File: src/bts_pkg.sv
`default_nettype none
package bts_pkg;

    localparam int TIME_WIDTH_DEF = 24;
    localparam int HALF_WIDTH_DEF = 16;
    localparam int OP_W = 2;
    localparam int COUNT_W = 8;
    localparam int CFG_IDX_W = 1;
    localparam int PHASE_W = 2;
    localparam int HALF_RESET = 125;

    localparam logic [OP_W-1:0] OP_TICK  = 2'd0;
    localparam logic [OP_W-1:0] OP_START = 2'd1;
    localparam logic [OP_W-1:0] OP_HIGH  = 2'd2;
    localparam logic [OP_W-1:0] OP_LOW   = 2'd3;

    localparam logic [PHASE_W-1:0] PH_IDLE  = 2'd0;
    localparam logic [PHASE_W-1:0] PH_HIGH  = 2'd1;
    localparam logic [PHASE_W-1:0] PH_LOW   = 2'd2;
    localparam logic [PHASE_W-1:0] PH_PAUSE = 2'd3;

    localparam logic [CFG_IDX_W-1:0] CFG_HIGH_IDX = 1'd0;
    localparam logic [CFG_IDX_W-1:0] CFG_LOW_IDX  = 1'd1;

    typedef struct packed {
        logic pin_level;
        logic busy_res;
        logic run_done;
    } t_result;

endpackage
`default_nettype wire

File: src/bts_if.sv
`default_nettype none
interface bts_in_if #(
    parameter int TIME_WIDTH = bts_pkg::TIME_WIDTH_DEF
);
    logic                         valid;
    logic                         ready;
    logic [bts_pkg::OP_W-1:0]     operation;
    logic [bts_pkg::COUNT_W-1:0]  beep_count;
    logic [TIME_WIDTH-1:0]        beep_us;
    logic [TIME_WIDTH-1:0]        pause_us;

    modport source (output valid, operation, beep_count, beep_us, pause_us, input ready);
    modport sink (input valid, operation, beep_count, beep_us, pause_us, output ready);
endinterface

interface bts_out_if;
    logic valid;
    logic ready;
    logic pin_level;
    logic busy_res;
    logic run_done;

    modport source (output valid, pin_level, busy_res, run_done, input ready);
    modport sink (input valid, pin_level, busy_res, run_done, output ready);
endinterface
`default_nettype wire

File: src/bts_cfg_regs.sv
`default_nettype none
module bts_cfg_regs #(
    parameter int HALF_PERIOD_WIDTH = bts_pkg::HALF_WIDTH_DEF
) (
    input  wire logic                            i_clk,
    input  wire logic                            i_rst_n,
    input  wire logic                            i_cfg_we,
    input  wire logic [bts_pkg::CFG_IDX_W-1:0]   i_cfg_index,
    input  wire logic [HALF_PERIOD_WIDTH-1:0]    i_cfg_data,
    output logic      [HALF_PERIOD_WIDTH-1:0]    o_high_ticks,
    output logic      [HALF_PERIOD_WIDTH-1:0]    o_low_ticks
);
    import bts_pkg::*;

    logic [HALF_PERIOD_WIDTH-1:0] r_high;
    logic [HALF_PERIOD_WIDTH-1:0] r_low;

    always_ff @(posedge i_clk) begin
        if (!i_rst_n) begin
            r_high <= HALF_PERIOD_WIDTH'(HALF_RESET);
            r_low  <= HALF_PERIOD_WIDTH'(HALF_RESET);
        end else if (i_cfg_we) begin
            unique case (i_cfg_index)
                CFG_HIGH_IDX: r_high <= i_cfg_data;
                CFG_LOW_IDX:  r_low  <= i_cfg_data;
            endcase
        end
    end

    assign o_high_ticks = r_high;
    assign o_low_ticks  = r_low;
endmodule
`default_nettype wire

File: src/bts_tone_core.sv
`default_nettype none
module bts_tone_core #(
    parameter int TIME_WIDTH        = bts_pkg::TIME_WIDTH_DEF,
    parameter int HALF_PERIOD_WIDTH = bts_pkg::HALF_WIDTH_DEF
) (
    input  wire logic                          i_clk,
    input  wire logic                          i_rst_n,
    input  wire logic                          i_accept,
    input  wire logic [bts_pkg::OP_W-1:0]      i_operation,
    input  wire logic [bts_pkg::COUNT_W-1:0]   i_beep_count,
    input  wire logic [TIME_WIDTH-1:0]         i_beep_us,
    input  wire logic [TIME_WIDTH-1:0]         i_pause_us,
    input  wire logic [HALF_PERIOD_WIDTH-1:0]  i_high_ticks,
    input  wire logic [HALF_PERIOD_WIDTH-1:0]  i_low_ticks,
    output bts_pkg::t_result                   o_result
);
    import bts_pkg::*;

    localparam int CNT_W = (TIME_WIDTH > HALF_PERIOD_WIDTH) ? TIME_WIDTH : HALF_PERIOD_WIDTH;
    localparam int PER_W = HALF_PERIOD_WIDTH + 1;
    localparam int CMP_W = (TIME_WIDTH > PER_W) ? TIME_WIDTH : PER_W;

    logic [PHASE_W-1:0]    r_phase,  n_phase;
    logic [CNT_W-1:0]      r_cnt,    n_cnt;
    logic [TIME_WIDTH-1:0] r_time,   n_time;
    logic [COUNT_W-1:0]    r_beeps,  n_beeps;
    logic [TIME_WIDTH-1:0] r_sbeep,  n_sbeep;
    logic [TIME_WIDTH-1:0] r_spause, n_spause;
    logic                  r_pin,    n_pin;
    logic                  n_done;

    logic [HALF_PERIOD_WIDTH-1:0] eff_high;
    logic [HALF_PERIOD_WIDTH-1:0] eff_low;
    logic [PER_W-1:0]             period;
    logic [CMP_W-1:0]             period_x;
    logic [CNT_W-1:0]             cnt_dec;

    logic [TIME_WIDTH-1:0]        s_t_in;
    logic [TIME_WIDTH-1:0]        s_sbeep_in;
    logic [TIME_WIDTH-1:0]        s_pause_in;
    logic [COUNT_W-1:0]           s_beeps_in;
    logic                         fit_t;
    logic                         fit_s;
    logic [PHASE_W-1:0]           s_phase;
    logic [CNT_W-1:0]             s_cnt;
    logic [TIME_WIDTH-1:0]        s_time;
    logic [COUNT_W-1:0]           s_beeps;
    logic                         s_pin;
    logic                         s_done;

    assign eff_high = (i_high_ticks != '0) ? i_high_ticks : HALF_PERIOD_WIDTH'(1);
    assign eff_low  = (i_low_ticks  != '0) ? i_low_ticks  : HALF_PERIOD_WIDTH'(1);
    assign period   = PER_W'(eff_high) + PER_W'(eff_low);
    assign period_x = CMP_W'(period);
    assign cnt_dec  = (r_cnt != '0) ? r_cnt - CNT_W'(1) : '0;

    always_comb begin
        if (i_operation == OP_START) begin
            s_t_in     = i_beep_us;
            s_sbeep_in = i_beep_us;
            s_pause_in = i_pause_us;
            s_beeps_in = i_beep_count;
        end else begin
            s_t_in     = (r_phase == PH_PAUSE) ? r_sbeep : r_time;
            s_sbeep_in = r_sbeep;
            s_pause_in = r_spause;
            s_beeps_in = r_beeps;
        end
    end

    assign fit_t = CMP_W'(s_t_in) >= period_x;
    assign fit_s = CMP_W'(s_sbeep_in) >= period_x;

    // next period or beep end; skips beeps too short for one period
    always_comb begin
        s_phase = PH_IDLE;
        s_cnt   = '0;
        s_time  = '0;
        s_beeps = '0;
        s_pin   = 1'b0;
        s_done  = 1'b0;
        if (fit_t) begin
            s_phase = PH_HIGH;
            s_cnt   = CNT_W'(eff_high);
            s_time  = TIME_WIDTH'(CMP_W'(s_t_in) - period_x);
            s_beeps = s_beeps_in;
            s_pin   = 1'b1;
        end else if (s_beeps_in == COUNT_W'(1)) begin
            s_done  = 1'b1;
        end else if (s_pause_in != '0) begin
            s_phase = PH_PAUSE;
            s_cnt   = CNT_W'(s_pause_in);
            s_time  = s_t_in;
            s_beeps = s_beeps_in - COUNT_W'(1);
        end else if (fit_s) begin
            s_phase = PH_HIGH;
            s_cnt   = CNT_W'(eff_high);
            s_time  = TIME_WIDTH'(CMP_W'(s_sbeep_in) - period_x);
            s_beeps = s_beeps_in - COUNT_W'(1);
            s_pin   = 1'b1;
        end else begin
            s_done  = 1'b1;
        end
    end

    always_comb begin
        n_phase  = r_phase;
        n_cnt    = r_cnt;
        n_time   = r_time;
        n_beeps  = r_beeps;
        n_sbeep  = r_sbeep;
        n_spause = r_spause;
        n_pin    = r_pin;
        n_done   = 1'b0;
        unique case (i_operation)
            OP_TICK: begin
                if (r_phase != PH_IDLE) begin
                    if (cnt_dec != '0) begin
                        n_cnt = cnt_dec;
                    end else if (r_phase == PH_HIGH) begin
                        n_phase = PH_LOW;
                        n_cnt   = CNT_W'(eff_low);
                        n_pin   = 1'b0;
                    end else begin
                        n_phase = s_phase;
                        n_cnt   = s_cnt;
                        n_time  = s_time;
                        n_beeps = s_beeps;
                        n_pin   = s_pin;
                        n_done  = s_done;
                    end
                end
            end
            OP_START: begin
                if (i_beep_count != '0) begin
                    n_sbeep  = i_beep_us;
                    n_spause = i_pause_us;
                    n_phase  = s_phase;
                    n_cnt    = s_cnt;
                    n_time   = s_time;
                    n_beeps  = s_beeps;
                    n_pin    = s_pin;
                    n_done   = s_done;
                end
            end
            OP_HIGH, OP_LOW: begin
                n_phase = PH_IDLE;
                n_cnt   = '0;
                n_time  = '0;
                n_beeps = '0;
                n_pin   = (i_operation == OP_HIGH);
            end
        endcase
    end

    always_ff @(posedge i_clk) begin
        if (!i_rst_n) begin
            r_phase  <= PH_IDLE;
            r_cnt    <= '0;
            r_time   <= '0;
            r_beeps  <= '0;
            r_sbeep  <= '0;
            r_spause <= '0;
            r_pin    <= 1'b0;
        end else if (i_accept) begin
            r_phase  <= n_phase;
            r_cnt    <= n_cnt;
            r_time   <= n_time;
            r_beeps  <= n_beeps;
            r_sbeep  <= n_sbeep;
            r_spause <= n_spause;
            r_pin    <= n_pin;
        end
    end

    assign o_result.pin_level = n_pin;
    assign o_result.busy_res  = (n_phase != PH_IDLE);
    assign o_result.run_done  = n_done;

    a_busy_has_beeps: assert property (@(posedge i_clk) disable iff (!i_rst_n)
        (r_phase != PH_IDLE) |-> (r_beeps != '0))
        else $error("active run with no beeps left");
    a_busy_has_count: assert property (@(posedge i_clk) disable iff (!i_rst_n)
        (r_phase != PH_IDLE) |-> (r_cnt != '0))
        else $error("active phase with empty counter");
    a_pin_follows_phase: assert property (@(posedge i_clk) disable iff (!i_rst_n)
        (r_phase != PH_IDLE) |-> (r_pin == (r_phase == PH_HIGH)))
        else $error("pin level disagrees with tone phase");
    a_done_ends_run: assert property (@(posedge i_clk) disable iff (!i_rst_n)
        (i_accept && n_done) |=> (r_phase == PH_IDLE && r_beeps == '0))
        else $error("run finished but state not idle");
endmodule
`default_nettype wire

File: src/bts_result_reg.sv
`default_nettype none
module bts_result_reg (
    input  wire logic              i_clk,
    input  wire logic              i_rst_n,
    input  wire logic              i_valid,
    output logic                   o_ready,
    input  wire bts_pkg::t_result  i_result,
    output logic                   o_valid,
    input  wire logic              i_ready,
    output bts_pkg::t_result       o_result
);
    import bts_pkg::*;

    logic    r_valid;
    t_result r_result;

    assign o_ready = !r_valid || i_ready;

    always_ff @(posedge i_clk) begin
        if (!i_rst_n) begin
            r_valid <= 1'b0;
        end else if (o_ready) begin
            r_valid <= i_valid;
        end
    end

    always_ff @(posedge i_clk) begin
        if (i_valid && o_ready) begin
            r_result <= i_result;
        end
    end

    assign o_valid  = r_valid;
    assign o_result = r_result;
endmodule
`default_nettype wire

File: src/beep_tone_sequencer_top.sv
//  channel   dir  handshake      payload
//  i_in      in   valid/ready    operation, beep_count, beep_us, pause_us
//  o_out     out  valid/ready    pin_level, busy_res, run_done
//  cfg       in   i_cfg_we       i_cfg_index, i_cfg_data (0 high_ticks, 1 low_ticks)
//
//  One item per cycle while i_in.ready is high; its result sits in the output register from the next cycle.
//  The state update for an item is one pass of logic set by a 24-bit compare/subtract.
//  Reset clears the run state and loads 125 into both half-period registers.
//  A stalled output holds i_in.ready low only while the output register is full.
`default_nettype none
module beep_tone_sequencer_top #(
    parameter int TIME_WIDTH        = bts_pkg::TIME_WIDTH_DEF,
    parameter int HALF_PERIOD_WIDTH = bts_pkg::HALF_WIDTH_DEF
) (
    input  wire logic                            i_clk,
    input  wire logic                            i_rst_n,
    bts_in_if.sink                               i_in,
    bts_out_if.source                            o_out,
    input  wire logic                            i_cfg_we,
    input  wire logic [bts_pkg::CFG_IDX_W-1:0]   i_cfg_index,
    input  wire logic [HALF_PERIOD_WIDTH-1:0]    i_cfg_data
);
    import bts_pkg::*;

    logic [HALF_PERIOD_WIDTH-1:0] high_ticks;
    logic [HALF_PERIOD_WIDTH-1:0] low_ticks;
    logic                         in_ready;
    logic                         accept;
    t_result                      core_result;
    t_result                      out_result;

    assign accept     = i_in.valid && in_ready;
    assign i_in.ready = in_ready;

    bts_cfg_regs #(
        .HALF_PERIOD_WIDTH(HALF_PERIOD_WIDTH)
    ) u_cfg (
        .i_clk        (i_clk),
        .i_rst_n      (i_rst_n),
        .i_cfg_we     (i_cfg_we),
        .i_cfg_index  (i_cfg_index),
        .i_cfg_data   (i_cfg_data),
        .o_high_ticks (high_ticks),
        .o_low_ticks  (low_ticks)
    );

    bts_tone_core #(
        .TIME_WIDTH        (TIME_WIDTH),
        .HALF_PERIOD_WIDTH (HALF_PERIOD_WIDTH)
    ) u_core (
        .i_clk        (i_clk),
        .i_rst_n      (i_rst_n),
        .i_accept     (accept),
        .i_operation  (i_in.operation),
        .i_beep_count (i_in.beep_count),
        .i_beep_us    (i_in.beep_us),
        .i_pause_us   (i_in.pause_us),
        .i_high_ticks (high_ticks),
        .i_low_ticks  (low_ticks),
        .o_result     (core_result)
    );

    bts_result_reg u_out (
        .i_clk    (i_clk),
        .i_rst_n  (i_rst_n),
        .i_valid  (i_in.valid),
        .o_ready  (in_ready),
        .i_result (core_result),
        .o_valid  (o_out.valid),
        .i_ready  (o_out.ready),
        .o_result (out_result)
    );

    assign o_out.pin_level = out_result.pin_level;
    assign o_out.busy_res  = out_result.busy_res;
    assign o_out.run_done  = out_result.run_done;
endmodule
`default_nettype wire

File: src/flat_wrapper.sv
// flat-port wrapper written by rule: the top's interface ports become plain ports
module beep_tone_sequencer_top_flat import bts_pkg::*;
#(
    parameter int TIME_WIDTH        = bts_pkg::TIME_WIDTH_DEF,
    parameter int HALF_PERIOD_WIDTH = bts_pkg::HALF_WIDTH_DEF
)
  (i_clk, i_rst_n, i_cfg_we, i_cfg_index, i_cfg_data, i_in_valid, i_in_operation, i_in_beep_count, i_in_beep_us, i_in_pause_us, i_in_ready, o_out_valid, o_out_pin_level, o_out_busy_res, o_out_run_done, o_out_ready);
  bts_in_if #(.TIME_WIDTH(TIME_WIDTH)) i_in_i ();
  bts_out_if o_out_i ();
  input  wire logic i_clk;
  input  wire logic i_rst_n;
  input  wire logic i_cfg_we;
  input  wire logic [bts_pkg::CFG_IDX_W-1:0] i_cfg_index;
  input  wire logic [HALF_PERIOD_WIDTH-1:0] i_cfg_data;
  input wire logic [$bits(i_in_i.valid)-1:0] i_in_valid;
  input wire logic [$bits(i_in_i.operation)-1:0] i_in_operation;
  input wire logic [$bits(i_in_i.beep_count)-1:0] i_in_beep_count;
  input wire logic [$bits(i_in_i.beep_us)-1:0] i_in_beep_us;
  input wire logic [$bits(i_in_i.pause_us)-1:0] i_in_pause_us;
  output wire logic [$bits(i_in_i.ready)-1:0] i_in_ready;
  output wire logic [$bits(o_out_i.valid)-1:0] o_out_valid;
  output wire logic [$bits(o_out_i.pin_level)-1:0] o_out_pin_level;
  output wire logic [$bits(o_out_i.busy_res)-1:0] o_out_busy_res;
  output wire logic [$bits(o_out_i.run_done)-1:0] o_out_run_done;
  input wire logic [$bits(o_out_i.ready)-1:0] o_out_ready;
  assign i_in_i.valid = i_in_valid;
  assign i_in_i.operation = i_in_operation;
  assign i_in_i.beep_count = i_in_beep_count;
  assign i_in_i.beep_us = i_in_beep_us;
  assign i_in_i.pause_us = i_in_pause_us;
  assign i_in_ready = i_in_i.ready;
  assign o_out_valid = o_out_i.valid;
  assign o_out_pin_level = o_out_i.pin_level;
  assign o_out_busy_res = o_out_i.busy_res;
  assign o_out_run_done = o_out_i.run_done;
  assign o_out_i.ready = o_out_ready;
  beep_tone_sequencer_top #(.TIME_WIDTH(TIME_WIDTH), .HALF_PERIOD_WIDTH(HALF_PERIOD_WIDTH)) u_core (.i_clk(i_clk), .i_rst_n(i_rst_n), .i_in(i_in_i), .o_out(o_out_i), .i_cfg_we(i_cfg_we), .i_cfg_index(i_cfg_index), .i_cfg_data(i_cfg_data));
endmodule
File: config.mk
export PLATFORM = sky130hd
export DESIGN_NAME = beep_tone_sequencer_top_flat
export DESIGN_NICKNAME = d
export VERILOG_FILES = /design/src/bts_pkg.sv /design/src/bts_if.sv /design/src/bts_cfg_regs.sv /design/src/bts_tone_core.sv /design/src/bts_result_reg.sv /design/src/beep_tone_sequencer_top.sv /design/src/flat_wrapper.sv
export SDC_FILE = /design/constraint.sdc
export NUM_CORES = 1
export LEC_CHECK = 0
export ABC_AREA = 1
export BUFFER_PORTS_ARGS = -buffer_cell sky130_fd_sc_hd__buf_2
export CAP_MARGIN = 20
export CORE_MARGIN = 5
export CORE_UTILIZATION = 33
export CTS_CLUSTER_DIAMETER = 100
export DETAILED_ROUTE_END_ITERATION = 6
export RECOVER_POWER = 50
export SYNTH_ARGS = -nofsm -noshare
export SYNTH_HDL_FRONTEND = slang
export SYNTH_SLANG_ARGS = --single-unit
File: constraint.sdc
create_clock -name i_clk -period 8.6 [get_ports i_clk]
set_clock_uncertainty 0.2 [all_clocks]
set_input_delay 1.29 -clock i_clk [delete_from_list [all_inputs] [get_ports i_clk]]
set_output_delay 1.29 -clock i_clk [all_outputs]
set_load 0.05 [all_outputs]
Yosys cells after proc, flatten, opt, wreduce, memory -nomap -nowiden
Index checks and enable logic that the tools add are counted.
{"block": "totals", "ff_bits": 143, "input_bits": 80}
{"block": "op_classes", "add_sub_neg": 5, "magnitude_cmp": 2, "n_eq_ne": 10, "mux": 62, "n_bitwise": 1, "n_reduce_logical": 18}
{"operator": "$mux 24", "n": 20}
{"operator": "$pmux 24 s3", "n": 2}
{"operator": "$mux 8", "n": 9}
{"operator": "$reduce_bool 24->1", "n": 3}
{"operator": "$ge 24x17->1", "n": 2}
{"operator": "$mux 16", "n": 3}
{"operator": "$sub 24x17->24", "n": 2}
{"operator": "$reduce_bool 16->1", "n": 2}
{"operator": "$pmux 8 s3", "n": 1}
{"operator": "$sub 24x1->24 const B", "n": 1}
{"operator": "$add 16x16->17", "n": 1}
{"operator": "$mux 1", "n": 17}
{"operator": "$mux 2", "n": 7}
{"operator": "$eq 8x1->1 const B", "n": 1}
{"operator": "$reduce_bool 8->1", "n": 1}
{"operator": "$sub 8x1->8 const B", "n": 1}
{"operator": "$eq 2x2->1 const B", "n": 3}
{"operator": "$ne 2x2->1 const B", "n": 3}
{"operator": "$pmux 2 s3", "n": 1}
{"operator": "$reduce_and 3->1", "n": 2}
{"operator": "$reduce_and 5->1", "n": 1}
{"operator": "$eq 2x1->1 const B", "n": 2}
{"operator": "$reduce_and 2->1", "n": 2}
{"operator": "$reduce_bool 2->1", "n": 2}
{"operator": "other kinds (9)", "n": 9}

Depth between registers and ports, before layout
{"block": "logic_depth", "word_depth": 13, "mapped_depth": 30}

Hierarchy
Synthesis repeated with hierarchy kept, for this count alone.
{"block": "hier_totals", "cells_unflattened": 1812, "area_unflattened_um2": 11434.7}
{"module": "bts_tone_core", "instances": 1, "cells_each": 1638, "area_each_um2": 10017.1, "seq_area_each_um2": 2142.1}
{"module": "bts_cfg_regs", "instances": 1, "cells_each": 162, "area_each_um2": 1268.7, "seq_area_each_um2": 640.6}
{"module": "bts_result_reg", "instances": 1, "cells_each": 10, "area_each_um2": 141.4, "seq_area_each_um2": 110.1}
{"module": "beep_tone_sequencer_top", "instances": 1, "cells_each": 2, "area_each_um2": 7.5, "seq_area_each_um2": 0.0}

Worst setup path before layout
OpenSTA, ideal clock, no wires.
{"block": "synth_timing", "path_kind": "input-to-reg", "start": "input port i_in_operation[0]", "end": "register u_core.u_out.r_result (netlist bit u_core.u_out.o_result[1]) (data pin)", "t_arrival_ns": 4.754, "setup_slack_ns": 3.382, "cell_stages": 29, "path_cell_list": "inv_2 nor2_2 inv_2 buf_4 buf_2 buf_1 o21ai_0 o21a_1 ha_1 inv_1 fa_1 nand2_1 o21ai_0 a21oi_1 inv_1 nand2_1 nand2_1 nand3_1 o21ai_1 nand2_1 nand3_1 nand2_1 nand2_2 nor2_4 buf_4 nand2_1 o221ai_1 nand2_1 nand4_1"}
{"element": "start: declaration", "line_no": "flat_wrapper.sv:16", "source": "input wire logic [$bits(i_in_i.operation)-1:0] i_in_operation;"}
{"element": "end signal: assignment", "line_no": "bts_result_reg.sv:29", "source": "r_result <= i_result;"}
{"element": "end: declaration", "line_no": "bts_result_reg.sv:15", "source": "t_result r_result;"}

Worst setup path after layout
{"block": "layout_timing", "start": "input port i_in_operation[0]", "end": "register u_core.u_core.r_cnt[21]"}
{"block": "layout_between", "elab_chain_len": 10, "word_cells_on_any_way": 22, "classes_between": "1 x order compare; 6 x eq/ne; 11 x mux; 4 x reduce/logical"}
{"element": "parallel branches: the longest is 10 deep, another holds $ge 24x17->1"}
{"element": "end signal: assignment", "line_no": "bts_tone_core.sv:167", "source": "r_cnt <= n_cnt;"}
{"element": "end: declaration", "line_no": "bts_tone_core.sv:24", "source": "logic [CNT_W-1:0] r_cnt, n_cnt;"}
Several ways; the timed one is not identified. The select of a mux whose other input is x is not followed.
A chain may end at the register's enable or synchronous reset.

==> metrics.md <==
| Metric | Value |
|---|---|
| Hold depth | 2 |
| Top-count cell post-synth | nand2_1 |
| Tmin final | between 6 and 7 ns |
| Vias per cell | 5.19 |
| Row cnt | 67 |
| Post-CTS resize count | 0 |
| IO buf count | between 80 and 90 |
| Fmax | 159 MHz |
| Synth top area share | roughly 25% |
| DIE AREA | 37600 um2 |
| Starting Density | between 30% and 40% |
| Gp weighted congestion | between 0.9 and 1 |
| Max Buffers Root-to-Sink | 2 |
| Async S/R FF share, synth | 0% |
| Startpoint types | primary input |
| Drt wl/cell | 16.8 um |
| Leak | between 5 and 6 nW |
| Crit. Startpoint | i_in_operation[0] |
| Clock root buffer | clkbuf_16 |
| Max Fanout on Critical Path | 46 |
| First-pass GRT wire length | around 60000 um |
| Post-synth EDFFs | 3 |
| Pin count of the biggest net entering global routing | 90 |
| Total clock sinks | between 100 and 150 |
| Post-synthesis sequential area ratio | between 20% and 30% |
| RSZ-0062 raised after global routing | false |
| Post-Syn Nets | ~1900 |
| Floorplan core area | ~33000 um2 |
| Class of the worst hold path | flop to flop |
| DP HPWL | ~28000 um |
| DR iter-0 viols | around 900 |
| WP data required | between 8 and 9 ns |
| Area Growth Syn to Fin | 10.4% |
| Share of cells above drive strength 1 | around a tenth |
| Die W | 194 um |
| #FFs+latches synth | 143 |
| Synth cell types | 53 |
| # hold bufs at CTS | 0 |
| Final period util | roughly 73% |
| Post-route ant nets | 0 |
| Max capacitance violation total | 2 |
| Drt drc | 0 |
| CP Class | primary input to flop |
| R2r setup slk | 2.54 ns |
| Fillers | between 3000 and 4000 |
| Critical path endpoint category | flop |
| Nets | about 1900 |
| Dominant synthesized flop cell | dfxtp_1 |
| FF-to-FF path depth | 29 |
| Number of buffers created by CTS | 17 |
| Mapped Area | between 10000 and 15000 um2 |
| CTS tree | built |
| Clock Latency Late Sink | around 0.44 ns |
| Failing checks | max-capacitance violations, max-slew violations |
| Pwr Density | between 150 and 200 nW/um2 |
| Die height | about 190 um |
| Vias in the first global route | around 11000 |
| H-tree depth | 4 |
| Tot GR Track Use | about a fifth |
| Initial antenna violation count | 1 |
| Crit path DAT | 6.41 ns |
| Final instance area | about 12000 um2 |
| FF/Latch Area | slightly below 3000 um2 |
| Clock transition at the registers of the reported paths | roughly 0.070 ns |
| Drt pass-1 iters | 5 |
| Setup repair bufs after CTS | 0 |
| Setup TNS | 0 ns |
| Hold Path Origin | u_core.u_core.r_spause[12] |
| Cell count after synthesis | around 1800 |
| Worst reg2reg endpoint | u_core.u_out.o_result[2] |
| Vias | around 12000 |
| Final WL | between 30000 and 40000 um |
| Synthesized area per cell | ~6.3 um2 |
| Worst Hold End | u_core.u_core.r_spause[12] |
| Outcome | finished, violations left |
| Slew Limit Fails | 164 |
| Reg2reg start | u_core.u_cfg.o_low_ticks[13] |
| Largest cells by area after synthesis | dfxtp_1 (25%), nand2_1 (13%), o21ai_0 (9.2%) |
| Maximum VDD drop | about 0.00009 V |
| Slew margin rel. | -148% |
| Yosys warnings | 0 |
| IO Count | 85 |
| Final Hold Fails | 0 |
| Worst-Margin Slew | roughly 3.7 ns |
| Synth area leader | dfxtp_1 |
| Grt total ovfl | 0 |
| Area after DPL | about 12000 um2 |
| Synth cell count leaders | nand2_1 (378), o21ai_0 (206), a21oi_1 (187) |
| Area of the multi-input gates | approximately 7000 um2 |
| Number of setup violations in the final report | 0 |
[placed cells by master (no fill, tap or decap), types with 4 or more instances in the layout]
cell type  count
buf_2         77
o211ai_1      12
nor2_4         7
a31oi_1       11
xnor2_1       32
a21oi_2        8
inv_1        176
or2_2          6
ha_1          50
clkbuf_16     17
nand2_2        8
nand2_1      378
inv_6          5
clkbuf_1      10
nor4_1        14
buf_4          6
a21oi_1      186
inv_2          7
nand3b_1       4
o22ai_1        4
nor2_1       165
nor2_2         7
nand3_1       89
o21ai_1       32
xor2_1        32
o21bai_1      12
dfxtp_1      140
nor3_1         8
o21ai_0      206
nand3_2        7
nand4_1       21
clkinv_4       4
clkinv_1       4
a21o_1         4
mux2i_1        5
o21a_1         8
[routing by layer]
layer  vias to the layer above  GRT usage, %  part of all wire, %
met3                        71          2.40                  4.8
met1                      5386          24.5                   43
met5                         -             0                    0
met2                       307          34.2                   50
li1                       5891             -                    -
met4                         0          6.41                  2.6
[power breakdown]
| part | switching, W | internal [W] |
|---|---|---|
| clock network | 0.000346 | 0.000384 |
| registers | 0.0000427 | 0.000709 |
| logic | 0.000584 | 0.000312 |
| total | 0.000973 | 0.00140 |
[through the flow]
step           cells  power [W]  util, %  hold slack [ns]  worst slack (ns)
2_1_floorplan   1776    0.00143        -            0.225              3.38
3_3_place_gp    2214    0.00164     35.2            0.235              2.35
3_5_place_dp    2214    0.00165     35.2            0.240              2.22
4_1_cts         2246    0.00238     36.9            0.251              2.63
5_1_grt         2247    0.00253     36.9            0.262              1.86
6_report        2247    0.00238     36.9            0.248              2.30
[cell families after synthesis]
kind of cell / after synthesis / share of synthesized area, %
adder cells (fa/ha/maj): 53 / 6.14
flip-flops: 143 / 25.9
AND/OR/NAND/NOR: 724 / 28.0
multiplexers: 5 / 0.448
AO/OA/AOI/OAI: 497 / 24.1
buffers and inverters: 290 / 10.3
XOR/XNOR: 64 / 5.02
[how the worst max path moves through the flow]
stage | depth (start not counted) | to | slack, ns
finish | 27 | u_core.u_core.r_cnt[21] | 2.30
global route | 27 | u_core.u_out.o_result[1] | 1.86
CTS | 24 | u_core.u_out.o_result[2] | 2.63
detailed placement | 27 | u_core.u_out.o_result[1] | 2.22
global placement | 27 | u_core.u_core.r_cnt[21] | 2.35
floorplan | 29 | u_core.u_out.o_result[1] | 3.38
[worst max-delay path: stages]
cell and delay (ns):
clkbuf_1 0.13, inv_1 0.17, nor2_4 0.04, inv_1 0.41
buf_4 0.53, o21ai_0 0.16, o21a_1 0.21, ha_1 0.21
inv_1 0.11, fa_1 0.19, nand2_1 0.07, o21ai_0 0.30
a21oi_1 0.14, inv_1 0.11, nand2_1 0.05, nand2_1 0.08
nand3_1 0.09, o21ai_1 0.29, nand2_1 0.12, nand3_1 0.17
nand2_1 0.09, nand2_2 0.59, nor2_4 0.19, inv_2 0.32
o21ai_0 0.12, a21oi_1 0.14, nor2_1 0.05
[state kept, by name, indices dropped and copies added, names as in the netlist, 2 cells and up]
| name | count |
|---|---|
| u_core.u_cfg.o_high_ticks | 16 |
| u_core.u_core.r_time | 24 |
| u_core.u_core.r_beeps | 8 |
| u_core.u_core.r_spause | 24 |
| u_core.u_cfg.o_low_ticks | 16 |
| u_core.u_core.r_cnt | 24 |
| u_core.u_core.r_phase | 2 |
| u_core.u_core.r_sbeep | 24 |
| u_core.u_out.o_result | 3 |
[area by class of cell]
| cell class | count | area share, % |
|---|---|---|
| inverters | 187 | 5.69 |
| clock buffers | 17 | 3.45 |
| well taps | 448 | 4.55 |
| repair buffers | 93 | 3.80 |
| diodes | 1 | 0.0203 |
| clock inverters | 15 | 1.18 |
| multi-input cells | 1343 | 57.9 |
| flip-flops and latches | 143 | 23.5 |
Power figures use the tool's default switching activity.
